## src/rtl/rpn_pkg.sv

```systemverilog
// Shared constants, codes and types of the RPN stack calculator.
`timescale 1ns / 1ps

package rpn_pkg;

   localparam int STACK_DEPTH  = 128;
   localparam int ADDR_W       = $clog2(STACK_DEPTH);
   localparam int SP_W         = $clog2(STACK_DEPTH + 1);
   localparam int DATA_W       = 32;
   localparam int DEPTH_W      = 8;
   localparam int DIV_NUM_W    = 48;
   localparam int DIV_DEN_W    = 32;
   localparam int DIV_CNT_W    = $clog2(DIV_NUM_W);
   localparam int TAYLOR_TERMS = 12;

   localparam logic [15:0] LN2_Q16   = 16'd45426;
   // floor(2^47 / LN2_Q16), estimate of |x| / ln2 low by at most one
   localparam logic [31:0] LN2_RECIP = 32'd3098170394;
   localparam logic [31:0] VALUE_MAX = 32'h7FFF_FFFF;
   localparam logic [31:0] VALUE_MIN = 32'h8000_0000;

   typedef enum logic [2:0] {
      OP_PUSH, OP_ADD, OP_SUB, OP_MUL, OP_DIV, OP_MOD, OP_VIEW, OP_EXP
   } op_type;

   typedef enum logic [2:0] {
      ST_OK, ST_FULL, ST_EMPTY, ST_ZERO_DIV, ST_SAT, ST_MOD_NEG
   } status_type;

   typedef enum logic [4:0] {
      CMD_NONE, CMD_LOAD, CMD_POP, CMD_CAP_B, CMD_CAP_A, CMD_ZERO_DIV, CMD_MOD_NEG,
      CMD_MUL, CMD_ALU, CMD_DIV_START, CMD_EXP_KR, CMD_EXP_MUL, CMD_EXP_DIVI_START,
      CMD_EXP_ACC, CMD_EXP_FIN, CMD_WRITE, CMD_TOP_RD, CMD_TOP_CAP, CMD_VIEW_RD1,
      CMD_VIEW_RD2, CMD_VIEW_CAP, CMD_OUT, CMD_EXP_RECIP, CMD_EXP_QR
   } dp_cmd_type;

   typedef enum logic [4:0] {
      S_IDLE, S_WRITE, S_POP_B, S_CAP_B, S_POP_A, S_CAP_A, S_DIV_CHECK, S_MOD_CHECK,
      S_MUL, S_ALU, S_DIV_START, S_DIV_WAIT, S_EXP_KR, S_EXP_MUL, S_EXP_ISTART,
      S_EXP_IWAIT, S_EXP_ACC, S_EXP_FIN, S_TOP_RD, S_TOP_CAP, S_VIEW_RD1, S_VIEW_RD2,
      S_VIEW_CAP, S_OUT, S_EXP_RECIP, S_EXP_QR
   } state_type;

   typedef struct packed {
      dp_cmd_type cmd;
      op_type     op;
   } dp_ctrl_type;

   typedef struct packed {
      logic b_zero;
      logic mod_neg;
      logic ib_zero;
      logic exp_early;
      logic i_last;
   } dp_stat_type;

endpackage

```

## src/rtl/rpn_div.sv

```systemverilog
// Radix-2 restoring divider, one quotient bit per cycle.
`timescale 1ns / 1ps

module rpn_div (
   input  logic                          clock,
   input  logic                          reset,
   input  logic                          start,
   input  logic [rpn_pkg::DIV_NUM_W-1:0] dividend,
   input  logic [rpn_pkg::DIV_DEN_W-1:0] divisor,
   output logic                          busy,
   output logic [rpn_pkg::DIV_NUM_W-1:0] quotient,
   output logic [rpn_pkg::DIV_DEN_W-1:0] remainder
);

   logic                          busy_ff, busy_in;
   logic [rpn_pkg::DIV_CNT_W-1:0] count_ff, count_in;
   logic [rpn_pkg::DIV_NUM_W-1:0] quot_ff, quot_in;
   logic [rpn_pkg::DIV_DEN_W-1:0] rem_ff, rem_in;
   logic [rpn_pkg::DIV_DEN_W-1:0] den_ff, den_in;
   logic [rpn_pkg::DIV_DEN_W:0]   shifted;
   logic [rpn_pkg::DIV_DEN_W:0]   diff;
   logic                          ge;

   always_comb begin
      shifted  = {rem_ff, quot_ff[rpn_pkg::DIV_NUM_W-1]};
      ge       = shifted >= {1'b0, den_ff};
      diff     = shifted - {1'b0, den_ff};
      busy_in  = busy_ff;
      count_in = count_ff;
      quot_in  = quot_ff;
      rem_in   = rem_ff;
      den_in   = den_ff;
      if (start) begin
         busy_in  = 1'b1;
         count_in = rpn_pkg::DIV_CNT_W'(rpn_pkg::DIV_NUM_W - 1);
         quot_in  = dividend;
         rem_in   = '0;
         den_in   = divisor;
      end else if (busy_ff) begin
         quot_in  = {quot_ff[rpn_pkg::DIV_NUM_W-2:0], ge};
         rem_in   = ge ? diff[rpn_pkg::DIV_DEN_W-1:0] : shifted[rpn_pkg::DIV_DEN_W-1:0];
         count_in = count_ff - 1'b1;
         if (count_ff == '0) begin
            busy_in = 1'b0;
         end
      end
   end

   always_ff @(posedge clock) begin
      if (reset) begin
         busy_ff <= 1'b0;
      end else begin
         busy_ff <= busy_in;
      end
      count_ff <= count_in;
      quot_ff  <= quot_in;
      rem_ff   <= rem_in;
      den_ff   <= den_in;
   end

   assign busy      = busy_ff;
   assign quotient  = quot_ff;
   assign remainder = rem_ff;

endmodule

```

## config.mk

```make
export PLATFORM = sky130hd
export DESIGN_NAME = rpn_div
export DESIGN_NICKNAME = d
export VERILOG_FILES = /design/src/rtl/rpn_pkg.sv /design/src/rtl/rpn_div.sv
export SDC_FILE = /design/constraint.sdc
export NUM_CORES = 1
export LEC_CHECK = 0
export BUFFER_PORTS_ARGS = -buffer_cell sky130_fd_sc_hd__buf_2
export CAP_MARGIN = 20
export CORE_UTILIZATION = 49
export CTS_CLUSTER_DIAMETER = 30
export DETAILED_ROUTE_END_ITERATION = 8
export GPL_TIMING_DRIVEN = 0
export PLACE_DENSITY = 0.77
export SLEW_MARGIN = 20
export SYNTH_ARGS = -nofsm -noshare
export SYNTH_HDL_FRONTEND = slang
export SYNTH_SLANG_ARGS = --single-unit
```

## constraint.sdc

```tcl
create_clock -name clock -period 2.83 [get_ports clock]
set_input_delay 0.849 -clock clock [delete_from_list [all_inputs] [get_ports clock]]
set_output_delay 0.849 -clock clock [all_outputs]
set_load 0.005 [all_outputs]
```

* Yosys cells after proc, flatten, opt, wreduce, memory -nomap -nowiden
Index checks and enable logic that the tools add are counted.
** Storage, ports and cells
- Register bits :: 119
- Input port bits :: 83
- Logic and storage cells :: 16
- Output and inout port bits :: 81
** Cells by class
- Order comparisons :: 1
- Reduce and logical (&&, ||, !) cells :: 2
- $add $sub $neg :: 2
- Mux-type cells :: 6
** Operators with widths (count)
- $mux 48 :: 2
- $ge 33x32->1 :: 1
- $mux 32 :: 1
- $sub 32x32->32 :: 1
- $logic_not 6->1 :: 1
- $sub 6x1->6 const B :: 1
- $mux 1 :: 3
- $reduce_bool 2->1 :: 1

* Longest topological paths before layout
- Depth after elaboration :: 4
- Mapped depth :: 13
- Depth with buffers taken out :: 11

* Worst setup path before layout
OpenSTA, ideal clock, no wires.
- Path kind :: reg2reg
- From :: register quot_ff, in the netlist quotient[47]
- To :: register rem_ff, in the netlist remainder[28]
- Arrival :: 2888 ps
- Library setup time :: 88 ps
- Cell stages (with the launch flop) :: 12
- Path slack :: -146 ps
- Required time :: 2742 ps
- Path through :: edfxtp_1 > inv_1 > ha_1 > fa_1 > and2b_1 > o2111ai_1 > a2111o_1 > a211oi_2 > o211ai_2 > a211o_1 > a31o_1 > a311oi_2
** On the way
- Longest elaborated chain between the ends :: 2
** Ends and longest elaborated chain
- from (decl) :: RTL line rpn_div.sv:17 : logic [rpn_pkg::DIV_NUM_W-1:0] quot_ff, quot_in;
- from (signal assigned) :: RTL line rpn_div.sv:56 : quot_ff <= quot_in;
- $sub 32x32->32 or $ge 33x32->1 (tied branches) :: RTL line rpn_div.sv:27, rpn_div.sv:26
- $mux 32 * :: RTL line rpn_div.sv:41 : rem_in = ge ? diff[rpn_pkg::DIV_DEN_W-1:0] : shifted[rpn_pkg::DIV_DEN_W-1:0];
- to (signal assigned) :: RTL line rpn_div.sv:57 : rem_ff <= rem_in;
- to (decl) :: RTL line rpn_div.sv:18 : logic [rpn_pkg::DIV_DEN_W-1:0] rem_ff, rem_in;
Every way passes the cells marked *; elsewhere a longest branch is shown, timed or not.
A chain may end at the register's enable or synchronous reset.

* Final worst setup path
Same ends and word-level chain as after synthesis.

==> run summary <==
RUN STATUS
-------------------------------------------------------------------------------------------------
Result of the run                                                                    complete, but fails checks
Violations in the final reports                                                      negative setup slack

SYNTH
-------------------------------------------------------------------------------------------------
Syn Inst Count                                                                                631
Number of distinct library cell variants in the gate-level netlist after synthesis             67
Share of async-settable or async-resettable flops after synthesis                              0%
Area share of and/or/nand/nor cells after synthesis                                         10.7%
Number of synthesized flops with an enable pin                                                 80
Most used DFF post-synth                                                             sky130_fd_sc_hd__edfxtp_1
Largest family of logic cells by synthesized area                                    compound AO/OA/AOI/OAI gates
Share of synthesized cell area in full adder, half adder and majority cells                 6.61%
Xor and xnor area share after synthesis                                                     3.64%
Synthesized flop and latch total                                                              119
Mux contribution to synthesized area                                                        10.1%
Count of warnings emitted by yosys                                                              0
Net Count, Synth                                                                              749
Average cell area after synthesis                                                        10.7 um2
Sequential element share of the synthesized area                                            47.2%
Post-synthesis instance area                                                             6740 um2
Synth Area in Compound Gates                                                                17.0%

DRT
-------------------------------------------------------------------------------------------------
Per-cell via count in the routed design                                                      5.74
Router iterations before antenna repair                                                         7
Wire per inst                                                                             19.1 um
First DRT Iteration DRCs                                                                      348
Total routed wirelength                                                                   19.4 mm
Total via count after detailed routing                                                      5,812
Antenna-violating nets left                                                                     0
DRC violation count after routing                                                               0

FLOORPLAN
-------------------------------------------------------------------------------------------------
Number of placed I/O pins                                                                     164
Height of the die                                                                          119 um
Core Rows                                                                                      42
Die ar.                                                                                14,200 um2
Initial standard-cell utilization of the core                                               50.5%
Core ar.                                                                               13,300 um2
Die Width                                                                                  119 um

TIMING
-------------------------------------------------------------------------------------------------
Crit path setup slack, layout                                                           -0.278 ns
RSZ-0062 raised after global routing                                                         true
Count of final hold-check violations                                                            0
Largest clock skew in the final design                                                  0.0128 ns
Top achievable clock speed                                                                322 MHz
Final slew viol count                                                                           0
Count of endpoints failing setup in the final report                                            6
Share of the clock period used by the worst path after layout                                110%
Final worst path period need                                                              3.11 ns
Tightest Pin Transition                                                                  0.794 ns
Setup tns final                                                                          -1.12 ns
Worst slew margin relative to its limit                                                     47.0%

GLOBAL ROUTE
-------------------------------------------------------------------------------------------------
Global-route usage over all layers                                                          27.2%
Maximum number of pins on one net before global-route repair                                   49
First-pass GRT wire length                                                                29.6 mm
Via count of the first global-routing pass                                                  5,928
Final global-route overflow total                                                               0
Initial antenna violation count                                                                 0

FINAL LAYOUT
-------------------------------------------------------------------------------------------------
Count of filler cells inserted in the layout                                                1,016
Antenna cell count                                                                              0
Number of nets in the finished design                                                         941
Share of layout cells above drive strength 1                                                39.8%
Area Growth Syn to Fin                                                                      32.4%
Cell area after layout                                                                   8930 um2
Layout Utilization                                                                          66.9%
Most common library cell in the layout ignoring fill and taps                        sky130_fd_sc_hd__buf_2
Leading cell types in the layout, fill and taps excluded                             sky130_fd_sc_hd__buf_2, sky130_fd_sc_hd__edfxtp_1, sky130_fd_sc_hd__nor2_1, sky130_fd_sc_hd__mux2_2, sky130_fd_sc_hd__inv_1

JOB
-------------------------------------------------------------------------------------------------
Number of max-capacitance violations reported                                                   0

MIN PATH
-------------------------------------------------------------------------------------------------
Worst min-delay path startpoint                                                      remainder[20]$_SDFFE_PP0P_
Hold/Removal Path Class                                                                   reg2reg
Number of instances on the worst hold path                                                      2
Hold endpoint                                                                        remainder[21]$_SDFFE_PP0P_

CTS
-------------------------------------------------------------------------------------------------
CTS tree                                                                                      yes
Insertion delay to the later sink of the worst-skew pair                                  0.42 ns
Number of buffers created by CTS                                                               17
Longest Clk Path Bufs                                                                           2
Clock root cell                                                                      sky130_fd_sc_hd__clkbuf_16
Sinks on Clock Net                                                                            119
Total of hold buffers inserted after clock tree synthesis                                       0
Worst-path clk slew                                                                       0.06 ns
H-tree level count                                                                              4

CRITICAL PATH
-------------------------------------------------------------------------------------------------
Worst endpoint required time                                                              3.16 ns
Crit start category                                                                     flip-flop
RR Startpoint                                                                        quotient[47]$_DFFE_PP_
Crit. End Element                                                                       flip-flop
Setup slack on the worst flop-to-flop path                                               -0.28 ns
Register-to-Register Path Depth                                                                11
Arrival time of the worst setup path                                                      3.44 ns
Largest driver fanout on the critical path                                                      3
Crit Reg-Reg Endpoint                                                                remainder[28]$_SDFFE_PP0P_
Setup CP Type                                                                             reg2reg

PLACE
-------------------------------------------------------------------------------------------------
Final weighted congestion in routability-driven placement                                   0.906
Post-Place Cell Area                                                                     7790 um2
Detailed-placement wirelength estimate                                                    13.6 mm
Worst Setup Slack post-DPL                                                              -0.877 ns
Count of buffers inserted at the top-level ports                                              163

POWER AND IR DROP
-------------------------------------------------------------------------------------------------
LEAKAGE                                                                                   3.78 nW
Power per unit of standard cell area                                                   645 nW/um2
Highest ir drop seen on vdd                                                              0.454 mV
Total power                                                                               5.76 mW

==> logic make-up (layout without fill, tap and decap cells) <==
kind of cell / Yosys count / after routing
flip-flops: 119 / 119
AND/OR/NAND/NOR: 155 / 155
multiplexers: 62 / 62
buffers and inverters: 76 / 281
adder cells (fa/ha/maj): 35 / 35
AO/OA/AOI/OAI: 156 / 156
XOR/XNOR: 28 / 28
==> per-stage QoR <==
step	std cells	hold slack [ns]
finish	1012	0.521
global route	1012	0.547
CTS	1005	0.519
detailed placement	970	0.507
global placement	970	0.492
floorplan	631	0.468
==> cells in the mapped netlist, types with 3 or more instances <==
library cell | count | area (um2)
sky130_fd_sc_hd__o21a_1 | 7 | 52.6
sky130_fd_sc_hd__o21ai_1 | 4 | 20.0
sky130_fd_sc_hd__inv_1 | 45 | 169
sky130_fd_sc_hd__nand3_1 | 13 | 65.1
sky130_fd_sc_hd__o31ai_1 | 6 | 45.0
sky130_fd_sc_hd__and3_1 | 7 | 43.8
sky130_fd_sc_hd__dfxtp_1 | 39 | 781
sky130_fd_sc_hd__a31oi_1 | 4 | 25.0
sky130_fd_sc_hd__nor4_1 | 4 | 25.0
sky130_fd_sc_hd__a211oi_1 | 20 | 150
sky130_fd_sc_hd__nor2_1 | 51 | 191
sky130_fd_sc_hd__ha_1 | 34 | 425
sky130_fd_sc_hd__mux2i_1 | 14 | 140
sky130_fd_sc_hd__o21bai_1 | 8 | 60.1
sky130_fd_sc_hd__a211o_1 | 3 | 26.3
sky130_fd_sc_hd__o31a_1 | 3 | 26.3
sky130_fd_sc_hd__buf_2 | 3 | 15.0
sky130_fd_sc_hd__a311oi_1 | 6 | 52.6
sky130_fd_sc_hd__xnor2_1 | 17 | 149
sky130_fd_sc_hd__buf_4 | 3 | 22.5
sky130_fd_sc_hd__nor2b_1 | 3 | 18.8
sky130_fd_sc_hd__mux2_2 | 48 | 541
sky130_fd_sc_hd__nand2_1 | 44 | 165
sky130_fd_sc_hd__o211ai_1 | 3 | 22.5
sky130_fd_sc_hd__edfxtp_1 | 80 | 2400
sky130_fd_sc_hd__a32oi_1 | 4 | 35.0
sky130_fd_sc_hd__nand2b_1 | 5 | 31.3
sky130_fd_sc_hd__o21ai_0 | 22 | 110
sky130_fd_sc_hd__nand4_1 | 7 | 43.8
sky130_fd_sc_hd__nor3_1 | 8 | 40.0
sky130_fd_sc_hd__xor2_1 | 11 | 96.3
sky130_fd_sc_hd__clkbuf_1 | 22 | 82.6
sky130_fd_sc_hd__a21o_1 | 10 | 75.1
sky130_fd_sc_hd__a21oi_1 | 30 | 150
==> state kept, by name, summed over array words and instances (netlist names) <==
signal and cells:
busy 1, quotient 48, count_ff 6, remainder 32, den_ff 32
==> where the power goes <==
part	internal (mW)	switching, mW
clock	1.48	0.816
combinational	0.590	0.723
sequential	2.04	0.114
==> final cells by class <==
cell class / instances / area, um2 / area share [%]
Timing Repair Buffer: 177 / 936 / 10.5
Clock buffer: 18 / 429 / 4.81
Multi-Input combinational cell: 436 / 3630 / 40.7
Tap cell: 176 / 220 / 2.47
Sequential cell: 119 / 3190 / 35.7
Buffer: 27 / 160 / 1.79
Inverter: 45 / 169 / 1.89
Clock inverter: 14 / 196 / 2.20
==> routing by layer <==
layer	GRT usage [%]	part of all wire (%)	vias to the layer above
met4	12.4	3.1	0
li1	-	-	2728
met1	30.3	39	2764
met3	7.42	7.0	51
met5	0	0	-
met2	48.2	51	269
==> worst max path at each step <==
stage | from | endpoint | depth (start not counted)
floorplan | quotient[47]$_DFFE_PP_ | remainder[28]$_SDFFE_PP0P_ | 11
global placement | start | quotient[13]$_DFFE_PP_ | 5
detailed placement | start | quotient[17]$_DFFE_PP_ | 5
CTS | quotient[47]$_DFFE_PP_ | remainder[28]$_SDFFE_PP0P_ | 11
global route | quotient[47]$_DFFE_PP_ | remainder[28]$_SDFFE_PP0P_ | 11
finish | quotient[47]$_DFFE_PP_ | remainder[28]$_SDFFE_PP0P_ | 11
==> critical path, cell delays in order, from the launching register on <==
cell	delay, ns
sky130_fd_sc_hd__edfxtp_1	0.42
sky130_fd_sc_hd__inv_2	0.06
sky130_fd_sc_hd__ha_4	0.16
sky130_fd_sc_hd__fa_2	0.34
sky130_fd_sc_hd__and2b_2	0.25
sky130_fd_sc_hd__o2111ai_4	0.15
sky130_fd_sc_hd__a2111o_1	0.46
sky130_fd_sc_hd__a211oi_4	0.36
sky130_fd_sc_hd__o211ai_2	0.13
sky130_fd_sc_hd__a211o_1	0.28
sky130_fd_sc_hd__a31o_1	0.19
sky130_fd_sc_hd__a311oi_2	0.21
==> timing repair <==
action | 4_1_cts | 5_1_grt
resized for setup | 27 | 58
setup endpoints to repair | 80 | 28
buffers inserted | 6 | 8
pin swaps | 7 | 23
No activity file was read; power rests on OpenSTA's default activity.
