$ cat config.mk
export PLATFORM = sky130hd
export DESIGN_NAME = rpn_ctrl
export DESIGN_NICKNAME = d
export VERILOG_FILES = /design/src/rtl/rpn_pkg.sv /design/src/rtl/rpn_ctrl.sv
export SDC_FILE = /design/constraint.sdc
export NUM_CORES = 1
export LEC_CHECK = 0
export BUFFER_PORTS_ARGS = -buffer_cell sky130_fd_sc_hd__buf_4
export CORE_UTILIZATION = 55
export DETAILED_ROUTE_END_ITERATION = 6
export PLACE_DENSITY = 0.84
export RECOVER_POWER = 50
export SLEW_MARGIN = 20
export SYNTH_ARGS = -nofsm -noshare
export SYNTH_HDL_FRONTEND = slang
export SYNTH_SLANG_ARGS = --single-unit
export TNS_END_PERCENT = 10
$ cat constraint.sdc
create_clock -name clock -period 2.1 [get_ports clock]
set_input_delay 0.42 -clock clock [delete_from_list [all_inputs] [get_ports clock]]
set_output_delay 0.42 -clock clock [all_outputs]
set_load 0.05 [all_outputs]
$ cat src/rtl/rpn_pkg.sv
// Shared constants, codes and types of the RPN stack calculator.
`timescale 1ns / 1ps

package rpn_pkg;

   localparam int STACK_DEPTH  = 128;
   localparam int ADDR_W       = $clog2(STACK_DEPTH);
   localparam int SP_W         = $clog2(STACK_DEPTH + 1);
   localparam int DATA_W       = 32;
   localparam int DEPTH_W      = 8;
   localparam int DIV_NUM_W    = 48;
   localparam int DIV_DEN_W    = 32;
   localparam int DIV_CNT_W    = $clog2(DIV_NUM_W);
   localparam int TAYLOR_TERMS = 12;

   localparam logic [15:0] LN2_Q16   = 16'd45426;
   // floor(2^47 / LN2_Q16), estimate of |x| / ln2 low by at most one
   localparam logic [31:0] LN2_RECIP = 32'd3098170394;
   localparam logic [31:0] VALUE_MAX = 32'h7FFF_FFFF;
   localparam logic [31:0] VALUE_MIN = 32'h8000_0000;

   typedef enum logic [2:0] {
      OP_PUSH, OP_ADD, OP_SUB, OP_MUL, OP_DIV, OP_MOD, OP_VIEW, OP_EXP
   } op_type;

   typedef enum logic [2:0] {
      ST_OK, ST_FULL, ST_EMPTY, ST_ZERO_DIV, ST_SAT, ST_MOD_NEG
   } status_type;

   typedef enum logic [4:0] {
      CMD_NONE, CMD_LOAD, CMD_POP, CMD_CAP_B, CMD_CAP_A, CMD_ZERO_DIV, CMD_MOD_NEG,
      CMD_MUL, CMD_ALU, CMD_DIV_START, CMD_EXP_KR, CMD_EXP_MUL, CMD_EXP_DIVI_START,
      CMD_EXP_ACC, CMD_EXP_FIN, CMD_WRITE, CMD_TOP_RD, CMD_TOP_CAP, CMD_VIEW_RD1,
      CMD_VIEW_RD2, CMD_VIEW_CAP, CMD_OUT, CMD_EXP_RECIP, CMD_EXP_QR
   } dp_cmd_type;

   typedef enum logic [4:0] {
      S_IDLE, S_WRITE, S_POP_B, S_CAP_B, S_POP_A, S_CAP_A, S_DIV_CHECK, S_MOD_CHECK,
      S_MUL, S_ALU, S_DIV_START, S_DIV_WAIT, S_EXP_KR, S_EXP_MUL, S_EXP_ISTART,
      S_EXP_IWAIT, S_EXP_ACC, S_EXP_FIN, S_TOP_RD, S_TOP_CAP, S_VIEW_RD1, S_VIEW_RD2,
      S_VIEW_CAP, S_OUT, S_EXP_RECIP, S_EXP_QR
   } state_type;

   typedef struct packed {
      dp_cmd_type cmd;
      op_type     op;
   } dp_ctrl_type;

   typedef struct packed {
      logic b_zero;
      logic mod_neg;
      logic ib_zero;
      logic exp_early;
      logic i_last;
   } dp_stat_type;

endpackage

$ cat src/rtl/rpn_ctrl.sv
// Token sequencer: walks each token through the pops, arithmetic, push and report that its op needs.
`timescale 1ns / 1ps

module rpn_ctrl (
   input  logic                 clock,
   input  logic                 reset,
   input  logic                 req_tvalid,
   output logic                 req_tready,
   input  logic [2:0]           req_op,
   output logic                 rsp_tvalid,
   input  logic                 rsp_tready,
   input  logic                 div_busy,
   input  rpn_pkg::dp_stat_type dp_stat,
   output rpn_pkg::dp_ctrl_type dp_ctrl
);

   rpn_pkg::state_type state_ff, state_in;
   rpn_pkg::op_type    op_ff, op_in;
   logic               rsp_valid_ff, rsp_valid_in;
   rpn_pkg::dp_cmd_type cmd;

   always_comb begin
      state_in     = state_ff;
      op_in        = op_ff;
      cmd          = rpn_pkg::CMD_NONE;
      req_tready   = 1'b0;
      rsp_valid_in = rsp_valid_ff & ~rsp_tready;
      case (state_ff)
         rpn_pkg::S_IDLE: begin
            req_tready = 1'b1;
            if (req_tvalid) begin
               op_in = rpn_pkg::op_type'(req_op);
               cmd   = rpn_pkg::CMD_LOAD;
               case (rpn_pkg::op_type'(req_op))
                  rpn_pkg::OP_PUSH: state_in = rpn_pkg::S_WRITE;
                  rpn_pkg::OP_VIEW: state_in = rpn_pkg::S_VIEW_RD1;
                  default:          state_in = rpn_pkg::S_POP_B;
               endcase
            end
         end
         rpn_pkg::S_POP_B: begin
            cmd      = rpn_pkg::CMD_POP;
            state_in = rpn_pkg::S_CAP_B;
         end
         rpn_pkg::S_CAP_B: begin
            cmd = rpn_pkg::CMD_CAP_B;
            case (op_ff)
               rpn_pkg::OP_DIV: state_in = rpn_pkg::S_DIV_CHECK;
               rpn_pkg::OP_EXP: state_in = rpn_pkg::S_EXP_RECIP;
               default:         state_in = rpn_pkg::S_POP_A;
            endcase
         end
         rpn_pkg::S_DIV_CHECK: begin
            if (dp_stat.b_zero) begin
               cmd      = rpn_pkg::CMD_ZERO_DIV;
               state_in = rpn_pkg::S_TOP_RD;
            end else begin
               cmd      = rpn_pkg::CMD_POP;
               state_in = rpn_pkg::S_CAP_A;
            end
         end
         rpn_pkg::S_POP_A: begin
            cmd      = rpn_pkg::CMD_POP;
            state_in = rpn_pkg::S_CAP_A;
         end
         rpn_pkg::S_CAP_A: begin
            cmd = rpn_pkg::CMD_CAP_A;
            case (op_ff)
               rpn_pkg::OP_MUL: state_in = rpn_pkg::S_MUL;
               rpn_pkg::OP_DIV: state_in = rpn_pkg::S_DIV_START;
               rpn_pkg::OP_MOD: state_in = rpn_pkg::S_MOD_CHECK;
               default:         state_in = rpn_pkg::S_ALU;
            endcase
         end
         rpn_pkg::S_MOD_CHECK: begin
            if (dp_stat.mod_neg) begin
               cmd      = rpn_pkg::CMD_MOD_NEG;
               state_in = rpn_pkg::S_TOP_RD;
            end else if (dp_stat.ib_zero) begin
               cmd      = rpn_pkg::CMD_ZERO_DIV;
               state_in = rpn_pkg::S_TOP_RD;
            end else begin
               cmd      = rpn_pkg::CMD_DIV_START;
               state_in = rpn_pkg::S_DIV_WAIT;
            end
         end
         rpn_pkg::S_MUL: begin
            cmd      = rpn_pkg::CMD_MUL;
            state_in = rpn_pkg::S_ALU;
         end
         rpn_pkg::S_DIV_START: begin
            cmd      = rpn_pkg::CMD_DIV_START;
            state_in = rpn_pkg::S_DIV_WAIT;
         end
         rpn_pkg::S_DIV_WAIT: begin
            if (!div_busy) begin
               state_in = rpn_pkg::S_ALU;
            end
         end
         rpn_pkg::S_ALU: begin
            cmd      = rpn_pkg::CMD_ALU;
            state_in = rpn_pkg::S_WRITE;
         end
         rpn_pkg::S_WRITE: begin
            cmd      = rpn_pkg::CMD_WRITE;
            state_in = rpn_pkg::S_TOP_RD;
         end
         rpn_pkg::S_TOP_RD: begin
            cmd      = rpn_pkg::CMD_TOP_RD;
            state_in = rpn_pkg::S_TOP_CAP;
         end
         rpn_pkg::S_TOP_CAP: begin
            cmd      = rpn_pkg::CMD_TOP_CAP;
            state_in = rpn_pkg::S_OUT;
         end
         rpn_pkg::S_EXP_RECIP: begin
            cmd      = rpn_pkg::CMD_EXP_RECIP;
            state_in = rpn_pkg::S_EXP_QR;
         end
         rpn_pkg::S_EXP_QR: begin
            cmd      = rpn_pkg::CMD_EXP_QR;
            state_in = rpn_pkg::S_EXP_KR;
         end
         rpn_pkg::S_EXP_KR: begin
            cmd      = rpn_pkg::CMD_EXP_KR;
            state_in = dp_stat.exp_early ? rpn_pkg::S_OUT : rpn_pkg::S_EXP_MUL;
         end
         rpn_pkg::S_EXP_MUL: begin
            cmd      = rpn_pkg::CMD_EXP_MUL;
            state_in = rpn_pkg::S_EXP_ISTART;
         end
         rpn_pkg::S_EXP_ISTART: begin
            cmd      = rpn_pkg::CMD_EXP_DIVI_START;
            state_in = rpn_pkg::S_EXP_IWAIT;
         end
         rpn_pkg::S_EXP_IWAIT: begin
            if (!div_busy) begin
               state_in = rpn_pkg::S_EXP_ACC;
            end
         end
         rpn_pkg::S_EXP_ACC: begin
            cmd      = rpn_pkg::CMD_EXP_ACC;
            state_in = dp_stat.i_last ? rpn_pkg::S_EXP_FIN : rpn_pkg::S_EXP_MUL;
         end
         rpn_pkg::S_EXP_FIN: begin
            cmd      = rpn_pkg::CMD_EXP_FIN;
            state_in = rpn_pkg::S_OUT;
         end
         rpn_pkg::S_VIEW_RD1: begin
            cmd      = rpn_pkg::CMD_VIEW_RD1;
            state_in = rpn_pkg::S_VIEW_RD2;
         end
         rpn_pkg::S_VIEW_RD2: begin
            cmd      = rpn_pkg::CMD_VIEW_RD2;
            state_in = rpn_pkg::S_VIEW_CAP;
         end
         rpn_pkg::S_VIEW_CAP: begin
            cmd      = rpn_pkg::CMD_VIEW_CAP;
            state_in = rpn_pkg::S_OUT;
         end
         rpn_pkg::S_OUT: begin
            if (!rsp_valid_ff || rsp_tready) begin
               cmd          = rpn_pkg::CMD_OUT;
               rsp_valid_in = 1'b1;
               state_in     = rpn_pkg::S_IDLE;
            end
         end
         default: begin
            state_in = rpn_pkg::S_IDLE;
         end
      endcase
   end

   always_ff @(posedge clock) begin
      if (reset) begin
         state_ff     <= rpn_pkg::S_IDLE;
         op_ff        <= rpn_pkg::OP_PUSH;
         rsp_valid_ff <= 1'b0;
      end else begin
         state_ff     <= state_in;
         op_ff        <= op_in;
         rsp_valid_ff <= rsp_valid_in;
      end
   end

   assign rsp_tvalid  = rsp_valid_ff;
   assign dp_ctrl.cmd = cmd;
   assign dp_ctrl.op  = op_ff;

endmodule

* Word level (Yosys, flattened, before mapping)
Index checks and enable logic that the tools add are counted.
W data, S select, Z words.
** Word-level totals
- Bits in registers :: 9
- Bits of input ports :: 13
- Output and inout port bits :: 10
** Cells by class
- Eq/ne operators :: 34
- Multiplexer cells :: 22
- Bitwise gates (word level) :: 2
- Reductions and logical operators :: 8
** Operator list (count)
- $pmux W5 S24 :: 1
- $pmux W5 S23 :: 1
- $eq A5 B5 Y1 const B :: 10
- $mux W5 :: 10
- $eq A5 B4 Y1 const B :: 8
- $eq A5 B3 Y1 const B :: 4
- $pmux W5 S2 :: 2
- $eq A3 B3 Y1 const B :: 4
- $pmux W4 S3 :: 1
- $eq A5 B2 Y1 const B :: 2
- $mux W4 :: 2
- $ne A2 B2 Y1 const B :: 4
- $eq A5 B1 Y1 const B :: 1
- $logic_not A5 Y1 :: 1
- $mux W1 :: 4
- $reduce_and A4 Y1 :: 1
- $eq A3 B2 Y1 const B :: 1
- $logic_not A3 Y1 :: 1
- $mux W3 :: 1
- $reduce_or A3 Y1 :: 1
- $reduce_and A2 Y1 :: 1
- $reduce_or A2 Y1 :: 1
- $and A1 B1 Y1 :: 1
- $logic_not A1 Y1 :: 1
- 2 further kinds :: 2

* Logic depth before layout (Yosys ltp)
Gate-level depths: netlist (run 1).
- Word-level depth :: 4
- Mapped depth :: 7

* Worst setup path after synthesis (run 1)
Ideal clock, no wire load.
- Path type :: register to output
- Start point :: register state_ff[1]
- End point :: output dp_ctrl[3] in the netlist's numbering
- Data arrival time :: 2.883 ns
- Data required time :: 1.680 ns
- Path slack :: -1.203 ns
- Cell stages (with the launch flop) :: 6
- Buffers on the path :: 3
- Cells stage by stage :: dfxtp_1 > buf_2 > buf_2 > clkbuf_1 > a31oi_1 > o311ai_0
** RTL lines
- from (decl) :: RTL line rpn_ctrl.sv:17 : rpn_pkg::state_type state_ff, state_in;
- from (signal assigned) :: RTL line rpn_ctrl.sv:176 : state_ff <= rpn_pkg::S_IDLE;
- from (signal assigned) :: RTL line rpn_ctrl.sv:180 : state_ff <= state_in;
- to (decl) :: RTL line rpn_ctrl.sv:14 : output rpn_pkg::dp_ctrl_type dp_ctrl

==> flow_summary_export.csv, run 1 <==
group,metric,value,unit
grt,grt_pass1_vias,1480,
synthesis,synth_warnings,0,
setup_path,worstPathArrival,1.91,ns
setup_path,cp_cell_sequence,"inv_1 -> a21oi_1 -> o21ai_0 -> a211o_1 -> o311ai_2 -> buf_6",
layout,finish.utilization,0.841,
route,dr_total_vias,1825,
setup_path,cpPeakStageDelay,0.43,ns
route,dr.first_iter.drc_count,212,
synthesis,syn_inst,186,
cts,cts_tree,"built",
cts,htree_levels,1,
placement,place_inst,238,
route,ant_nets,0,
synthesis,synth_nets,199,
timing,fmax,430,MHz
placement,place_area,1520,µm²
timing,rsz0062_at_grt,"yes",
synthesis,synth_area_per_cell,6.46,µm²
route,via_per_inst,7.30,
grt,grt_pass1_wl,7.09,mm
route,drc,0,
timing,whs,0.383,ns
synthesis,synth_top_area_share,0.150,
power_and_ir_drop,p_leak,0.659,nW
timing,maxSlewHeadroom,0.571,
synthesis,synth_seq_area_share,0.150,
power_and_ir_drop,vdd_drop_max,1.23,mV
die,fp.dieH,48.8,µm
setup_path,crit_slowest_cell,"dfxtp_2",
synthesis,ys_types,46,
cts,path_clk_slew,0.07,ns
layout,post-route-cell-area,1680,µm²
timing,worst_slew_pin_slew,0.627,ns
die,floorplan.rows,16,
power_and_ir_drop,p_per_area,1650,nW/µm²
outcome,violations,"setup timing",
timing,setup_ws,-0.228,ns
layout,fin_cells,250,
grt,grt_start_max_net_pins,27,
synthesis,yosysTopAreaCell,"dfxtp_1",
setup_path,crit_type,"reg -> out",
route,drt_wl_total,4.97,mm
synthesis,ys.flop_type,"dfxtp_1",
timing,clock_skew,0.00434,ns
grt,overflow,0,
timing,post-route-period-util,1.11,
timing,setup_tns,-0.363,ns
die,ios,23,
grt,grt_usage,0.379,
route,wire_per_inst,19.9,µm
grt,antenna_found_initial,0,
layout,synthToLayoutAreaGrowth,40.0,%
placement,hpwlAfterDp,3.08,mm
route,first_pass_iters,6,
timing,hold_viol_final,0,
cts,clockBufferDepth,2,
setup_path,worstPathRequired,1.68,ns
outcome,status,"finished with violations",
layout,num_antenna_cells,0,
power_and_ir_drop,power,2.77,mW
setup_path,worstPathMaxFanout,6,
setup_path,critPathLaunchType,"register",
cts,clock_sinks,9,
synthesis,synth.area.top_cells,"dfxtp_1 (15%), a21oi_1 (8.7%), o21ai_0 (5.0%)",
placement,gp_congestion,1.09,
timing,drv_slew,0,
setup_path,end_kind,"primary output",
synthesis,syn_area,1200,µm²
placement,io_buffers,22,
synthesis,synth-edff-count,0,
cts,root_buffer,"clkbuf_4",
layout,final_net_count,237,
cts,clock_latency,0.27,ns
die,core,2000,µm²
timing,finalSetupViolCount,3,
placement,dp_slack,0.0953,ns
layout,drive_gt1_frac,0.305,
cts,numCtsBuffers,3,
synthesis,synthArstFlopShare,0,
die,die-area,2380,µm²
die,die_w,48.8,µm
timing,min_period,2.33,ns
worst_hold_path,hp-class,"in -> reg",
cts,cts-hold-fix-buffers,0,
die,start_util,0.601,
flow_run,cap_violations,0,
synthesis,synth_seq_cells,9,
## worst max-delay path: cells and delay by family, from the launching register on
family / cells / cell delay (ns)
compound gates: 4 / 0.87
flops: 1 / 0.43
buf+inv: 2 / 0.34
## cell families (layout without fill, tap and decap cells)
| group | Yosys count | in the layout | synth area share |
|---|---|---|---|
| AOI/OAI and AO/OA | 79 | 79 | 0.437 |
| buffers and inverters | 24 | 61 | 0.0812 |
| DFF | 9 | 9 | 0.150 |
| and+or+nand+nor | 72 | 72 | 0.316 |
| muxes | 1 | 1 | 0.00832 |
| xor gates and xnor gates | 1 | 1 | 0.00729 |
## registers in the layout (all words and copies together) (netlist names)
register	count
state_ff	5
op_ff	3
rsp_tvalid	1
## cell usage in the layout, fill, tap and decap left out, types with 2 or more instances in the layout
master,count
clkbuf_1,6
o311ai_0,2
clkbuf_4,3
buf_4,36
nand3b_1,2
and2_1,3
nand3_1,9
nand4_1,3
a211oi_1,5
nor2_1,13
o211ai_1,2
nand2b_1,4
nand2_1,15
a2111oi_0,2
o21a_1,2
nor3_1,2
o32ai_1,3
o21ai_0,11
a32o_1,2
nor2b_1,7
dfxtp_4,2
o22ai_1,6
buf_6,5
a21oi_1,21
buf_12,2
dfxtp_1,4
inv_1,6
dfxtp_2,3
a21o_1,5
a31oi_1,4
## worst paths after layout
check / from / to / slack, ns / depth (start not counted)
hold reg to reg: op_ff[1] / op_ff[1] / 0.55 / 2
setup / recovery: state_ff[2] / dp_ctrl[3] / -0.23 / 6
hold / removal: reset / rsp_tvalid / 0.38 / 2
setup reg to reg: state_ff[1] / state_ff[4] / 0.02 / 7
## layout make-up
type	count	area (µm²)
multi-input combinational	153	996
timing repair buffer	50	405
fill	132	319
sequential	9	191
tap	27	33.8
inverter	7	30.0
clock buffer	4	26.3
## cell usage after synthesis (all sizes together) (5+ instances only)
master / number
nand2b: 5
a21oi: 22
nand3: 9
inv: 6
o22ai: 6
a211oi: 5
nor2: 14
buf: 8
nor2b: 9
a21o: 5
o21ai: 12
nand2: 16
clkbuf: 9
dfxtp: 9
## routing by layer
layer / up-vias / track usage / part of all wire
li1: 779 / - / -
met1: 801 / 0.497 / 0.36
met2: 189 / 0.590 / 0.42
met3: 56 / 0.101 / 0.15
met4: 0 / 0.137 / 0.073
met5: - / 0 / 0
## repair_timing
item,4_1_cts,5_1_grt
gates resized for setup,12,18
endpoints found under the setup margin,6,6
pin swaps,3,5
setup buffers,0,8
## power breakdown
group	internal, mW	total, mW	leakage, nW	switching, mW
clock network	0.0735	0.140	0.0150	0.0664
logic	0.895	2.30	0.568	1.40
registers	0.232	0.334	0.0762	0.102
No activity file was read; power rests on OpenSTA's default activity.
==> run 2: changes to the inputs <==
--- a/config.mk
+++ b/config.mk
@@ -5,10 +5,11 @@
 export SDC_FILE = /design/constraint.sdc
 export NUM_CORES = 1
 export LEC_CHECK = 0
+export ABC_AREA = 1
 export BUFFER_PORTS_ARGS = -buffer_cell sky130_fd_sc_hd__buf_4
 export CORE_UTILIZATION = 55
 export DETAILED_ROUTE_END_ITERATION = 6
-export PLACE_DENSITY = 0.84
+export PLACE_DENSITY = 0.85
 export RECOVER_POWER = 50
 export SLEW_MARGIN = 20
 export SYNTH_ARGS = -nofsm -noshare
==> flow_summary_export.csv, run 2 <==
group,metric,value,unit
synthesis,ys.flop_type,"dfxtp_1",
placement,io_buffers,22,
synthesis,synth_nets,235,
synthesis,synth_top_family_by_area,"simple AND/OR/NAND/NOR gates",
power_and_ir_drop,p_per_area,1410,nW/µm²
timing,drv_slew,0,
layout,finish.utilization,0.848,
die,ios,23,
timing,finalSetupViolCount,4,
route,drt_wl_total,4.73,mm
synthesis,muxShareOfSynthArea,0,
layout,nFillCells,132,
route,dr.first_iter.drc_count,217,
worst_hold_path,hp-class,"in -> reg",
timing,maxSlewHeadroom,0.602,
layout,most-common-layout-cells,"nand2_1 (50), nor2_1 (44), buf_4 (34)",
power_and_ir_drop,power_switching,1.38,mW
setup_path,worstPathArrival,1.76,ns
route,wire_per_inst,16.2,µm
layout,drive_gt1_frac,0.328,
timing,clock_skew,0.00334,ns
layout,synthToLayoutAreaGrowth,43.4,%
cts,path_clk_slew,0.06,ns
timing,setup_tns,-0.264,ns
die,floorplan.rows,16,
synthesis,synth_seq_cells,9,
timing,fmax,459,MHz
layout,final_net_count,279,
cts,clock_sinks,9,
layout,layout_commonest_cell,"nand2_1",
timing,worst_slew_pin_slew,0.599,ns
synthesis,synthSimpleGateAreaFrac,0.638,
synthesis,synth-edff-count,0,
synthesis,syn_inst,222,
synthesis,synth_xor_area_frac,0,
die,core,1980,µm²
synthesis,synth_area_per_cell,5.28,µm²
grt,grt_usage,0.368,
die,fp.dieH,48.2,µm
synthesis,synth_top_area_share,0.182,
synthesis,synth-compound-area-share,0.0971,
synthesis,netlist_top_cells_count,"nand2_1 (57), nor2_1 (50), nand3_1 (24)",
layout,num_antenna_cells,0,
setup_path,crit_type,"reg -> out",
route,via_per_inst,6.27,
synthesis,syn_area,1170,µm²
layout,seq_area,196,µm²
power_and_ir_drop,power_switching_share,0.582,
synthesis,synth_seq_area_share,0.154,
power_and_ir_drop,intPower,990,µW
setup_path,worstPathMaxFanout,6,
route,first_pass_iters,6,
power_and_ir_drop,p_leak,0.867,nW
die,die-area,2320,µm²
synthesis,ys_types,26,
timing,rsz0062_at_grt,"yes",
placement,hpwlAfterDp,3.13,mm
placement,gp_congestion,1.10,
grt,overflow,0,
power_and_ir_drop,p_clk_frac,0.057,
layout,largest_reg_flops,5,
power_and_ir_drop,vdd_drop_max,1.12,mV
flow_run,cap_violations,0,
cts,numCtsBuffers,3,
setup_path,rr_worst_depth,9,
synthesis,synthAdderAreaFrac,0,
timing,hold_viol_final,0,
synthesis,synth_warnings,0,
power_and_ir_drop,p_comb_frac,0.801,
setup_path,worstPathRequired,1.68,ns
outcome,violations,"setup timing",
synthesis,synth.area.top_cells,"nand2_1 (18%), nor2_1 (16%), dfxtp_1 (15%)",
route,ant_nets,0,
synthesis,synthArstFlopShare,0,
cts,cts_tree,"built",
grt,grt_start_max_net_pins,13,
timing,setup_ws,-0.0770,ns
layout,multiInputGateArea,977,µm²
setup_path,critPathLaunchType,"register",
die,die_w,48.2,µm
route,dr_total_vias,1832,
die,start_util,0.592,
outcome,status,"finished with violations",
synthesis,yosysTopAreaCell,"nand2_1",
grt,grt_pass1_wl,5.94,mm
worst_hold_path,holdPathStages,2,
setup_path,end_kind,"primary output",
timing,post-route-period-util,1.04,
power_and_ir_drop,seqPwrFrac,0.142,
grt,grt_pass1_vias,1351,
cts,htree_levels,1,
route,drc,0,
cts,cts-hold-fix-buffers,0,
cts,clock_latency,0.26,ns
grt,antenna_found_initial,0,
cts,root_buffer,"clkbuf_4",
layout,regMostFlops,"state_ff",
cts,clockBufferDepth,2,
timing,min_period,2.18,ns
synthesis,yosysMostFrequentCell,"nand2_1",
==> run 2: changes by cell type in the layout (fill, tap and decap cells not counted), sizes merged, moves of 9 or more <==
cell / delta
a21oi: -14
inv: +19
nand2: +46
nand3: +17
nor2: +42
nor2b: -9
==> run 2: timing repair <==
action                                  4_1_cts  5_1_grt
endpoints found under the setup margin        5        5
pin swaps                                     4       12
resized for setup                            14       30
hold endpoints to repair                      0        0
setup buffers                                 1       10
==> run 2: final timing paths <==
check,start,slack (ns),end
max,state_ff[3],-0.08,dp_ctrl[6]
min,reset,0.38,state_ff[2]
max reg2reg,state_ff[1],0.37,state_ff[2]
min reg2reg,op_ff[0],0.56,op_ff[0]
==> run 2: final cells by class <==
type	instances	area share
timing repair buffer	44	0.206
multi-input combinational	183	0.581
inverter	25	0.0603
clock buffer	4	0.0156
tap	27	0.0201
sequential	9	0.117
==> run 2: layer usage <==
layer | up-vias | share of wire | GRT usage | wire (µm)
met4 | 0 | 0.068 | 0.122 | 322
met3 | 60 | 0.14 | 0.0926 | 640
met5 | - | 0 | 0 | 0
met2 | 182 | 0.44 | 0.595 | 2070
li1 | 810 | - | - | -
met1 | 780 | 0.36 | 0.475 | 1690
==> run 2: power by group through the flow <==
stage	clock, mW	sequential, mW	combinational (mW)
after floorplan	0	0.355	0.998
after global routing	0.152	0.341	2.00
after CTS	0.136	0.307	1.53
after detailed placement	0	0.301	1.47
final	0.135	0.336	1.90
after global placement	0	0.301	1.48
==> run 2: logic make-up (layout without fill, tap and decap cells) <==
group | count (synthesis) | in the layout
AO/OA/AOI/OAI | 19 | 19
buffers and inverters | 30 | 73
flip-flops | 9 | 9
AND/OR/NAND/NOR | 164 | 164
==> run 2: critical path: stages (launching register included) <==
cell and delay [ns]:
dfxtp_4 0.38, buf_4 0.17, nand2_2 0.10, inv_1 0.09
nand2_1 0.12, nand2_2 0.10, nor4b_2 0.27, nand2_1 0.10
buf_6 0.16
==> run 2: through the flow <==
| stage | setup slack (ns) | hold slack [ns] | std cells | power, mW | area, µm² |
|---|---|---|---|---|---|
| 3_5_place_dp | 0.0843 | 0.551 | 277 | 1.77 | 1420 |
| 4_1_cts | -0.0267 | 0.379 | 282 | 1.97 | 1500 |
| 3_3_place_gp | -0.0190 | 0.557 | 277 | 1.78 | 1420 |
| 6_report | -0.0770 | 0.383 | 292 | 2.37 | 1680 |
| 5_1_grt | -0.231 | 0.367 | 292 | 2.49 | 1680 |
| 2_1_floorplan | 0.0723 | 0.567 | 222 | 1.35 | 1170 |
==> run 3: changes to the inputs <==
==> constraint.sdc (replaced) <==
create_clock -name clock -period 2.1 [get_ports clock]
set_input_delay 0.21 -clock clock [delete_from_list [all_inputs] [get_ports clock]]
set_output_delay 0.21 -clock clock [all_outputs]
set_load 0.05 [all_outputs]
==> flow_summary_export.csv, run 3 (synthesis results as in run 2) <==
group,metric,value,unit
grt,overflow,0,
setup_path,crit_family,"simple AND/OR/NAND/NOR gates",
setup_path,startpoint,"state_ff[0]",
cts,clock_latency,0.27,ns
timing,fmax,494,MHz
outcome,status,"finished, final reports clean",
layout,post-route-cell-area,1390,µm²
setup_path,crit_top_cell,"nand2_1",
layout,synthToLayoutAreaGrowth,18.7,%
timing,post-route-period-util,0.965,
cts,htree_levels,1,
setup_path,reg2reg_from,"state_ff[4]",
setup_path,reg2reg_slack,0.49,ns
setup_path,worstPathArrival,1.82,ns
route,via_per_inst,5.74,
timing,hold_viol_final,0,
placement,io_buffers,22,
setup_path,crit_slowest_cell,"dfxtp_2",
cts,clockBufferDepth,2,
route,drt_wl_total,3.79,mm
cts,cts_tree,"built",
cts,numCtsBuffers,3,
cts,cts_setup_buffers,0,
route,ant_nets,0,
cts,clock_sinks,9,
power_and_ir_drop,p_per_area,1370,nW/µm²
setup_path,cp_cell_sequence,"buf_4 -> nand2_1 -> nor2_2 -> nand2_1 -> nand2_1 -> nor4_1 -> nand2_1 -> buf_4",
layout,nFillCells,179,
placement,place_area,1360,µm²
timing,finalSetupViolCount,0,
setup_path,cpPeakStageDelay,0.37,ns
route,first_pass_iters,6,
power_and_ir_drop,power,1.90,mW
timing,drv_slew,0,
die,ios,23,
die,start_util,0.592,
grt,grt_pass1_vias,1349,
setup_path,critPathLaunchType,"register",
layout,num_antenna_cells,0,
placement,hpwlAfterDp,3.05,mm
timing,rsz0062_at_grt,"yes",
power_and_ir_drop,vdd_drop_max,1.02,mV
setup_path,rr_worst_depth,9,
die,floorplan.rows,16,
timing,worst_slew_pin_slew,0.605,ns
layout,layout_commonest_cell,"nand2_1",
route,drc,0,
die,fp.dieH,48.2,µm
route,dr_total_vias,1568,
timing,setup_tns,0,ns
grt,grt_start_max_net_pins,13,
setup_path,cp.depth,8,
setup_path,crit_end,"dp_ctrl[3]",
layout,largest_reg_flops,5,
setup_path,reg2reg_to,"state_ff[3]",
placement,gp_congestion,1.06,
setup_path,crit_type,"reg -> out",
layout,regMostFlops,"state_ff",
timing,maxSlewHeadroom,0.598,
cts,root_buffer,"clkbuf_4",
power_and_ir_drop,p_leak,0.746,nW
timing,min_period,2.03,ns
cts,path_clk_slew,0.07,ns
setup_path,worstPathMaxFanout,7,
grt,grt_usage,0.368,
layout,drive_gt1_frac,0.199,
layout,finish.utilization,0.702,
route,wire_per_inst,13.9,µm
setup_path,worst-path-buf-inv,2,
layout,final_net_count,260,
die,die-area,2320,µm²
die,die_w,48.2,µm
flow_run,cap_violations,0,
grt,grt_pass1_wl,5.88,mm
timing,clock_skew,0.00324,ns
grt,antenna_found_initial,0,
layout,most-common-layout-cells,"nand2_1 (57), nor2_1 (49), nand3_1 (24)",
die,core,1980,µm²
setup_path,worstPathRequired,1.89,ns
worst_hold_path,hp-class,"in -> reg",
timing,whs,0.160,ns
route,dr.first_iter.drc_count,115,
setup_path,end_kind,"primary output",
run 3: final cells by class:
type / count / area, µm² / area share
sequential: 9 / 188 / 0.135
inverter: 25 / 93.8 / 0.0674
multi-input combinational: 183 / 876 / 0.629
timing repair buffer: 25 / 173 / 0.124
clock buffer: 3 / 22.5 / 0.0162
tap: 27 / 33.8 / 0.0243
clock inverter: 1 / 5.00 / 0.00360
run 3: what timing repair did:
item | 4_1_cts | 5_1_grt
setup endpoints to repair | 3 | 4
cloned | 0 | 0
hold buffers | 0 | 0
resized for setup | 2 | 6
run 3: through the flow:
| stage | cells | setup WS (ns) |
|---|---|---|
| final | 273 | 0.0743 |
| after global routing | 273 | -0.0250 |
| after CTS | 273 | 0.0308 |
| after detailed placement | 269 | 0.181 |
| after global placement | 269 | 0.210 |
| after floorplan | 222 | 0.192 |
run 3: how the worst min path moves through the flow:
| stage | start | end | slack, ns | depth (start not counted) |
|---|---|---|---|---|
| after floorplan | req_op[0] | op_ff[0] | 0.36 | 2 |
| after global placement | reset | state_ff[2] | 0.45 | 2 |
| after CTS | reset | state_ff[2] | 0.17 | 2 |
| after global routing | reset | state_ff[2] | 0.17 | 2 |
| after detailed placement | reset | state_ff[2] | 0.45 | 2 |
| final | reset | state_ff[2] | 0.16 | 2 |
run 3: power by group:
part / leakage (nW) / switching (mW) / total (mW) / internal (mW)
sequential: 0.0756 / 0.0865 / 0.316 / 0.229
clock: 0.0177 / 0.0735 / 0.144 / 0.0707
combinational: 0.653 / 1.04 / 1.44 / 0.404
total: 0.746 / 1.20 / 1.90 / 0.704
run 3: metal layers:
layer / vias to the layer above / GRT usage / wire (µm)
li1: 771 / - / -
met5: - / 0 / 0
met2: 111 / 0.584 / 1730
met3: 29 / 0.0889 / 428
met1: 657 / 0.472 / 1440
met4: 0 / 0.156 / 195
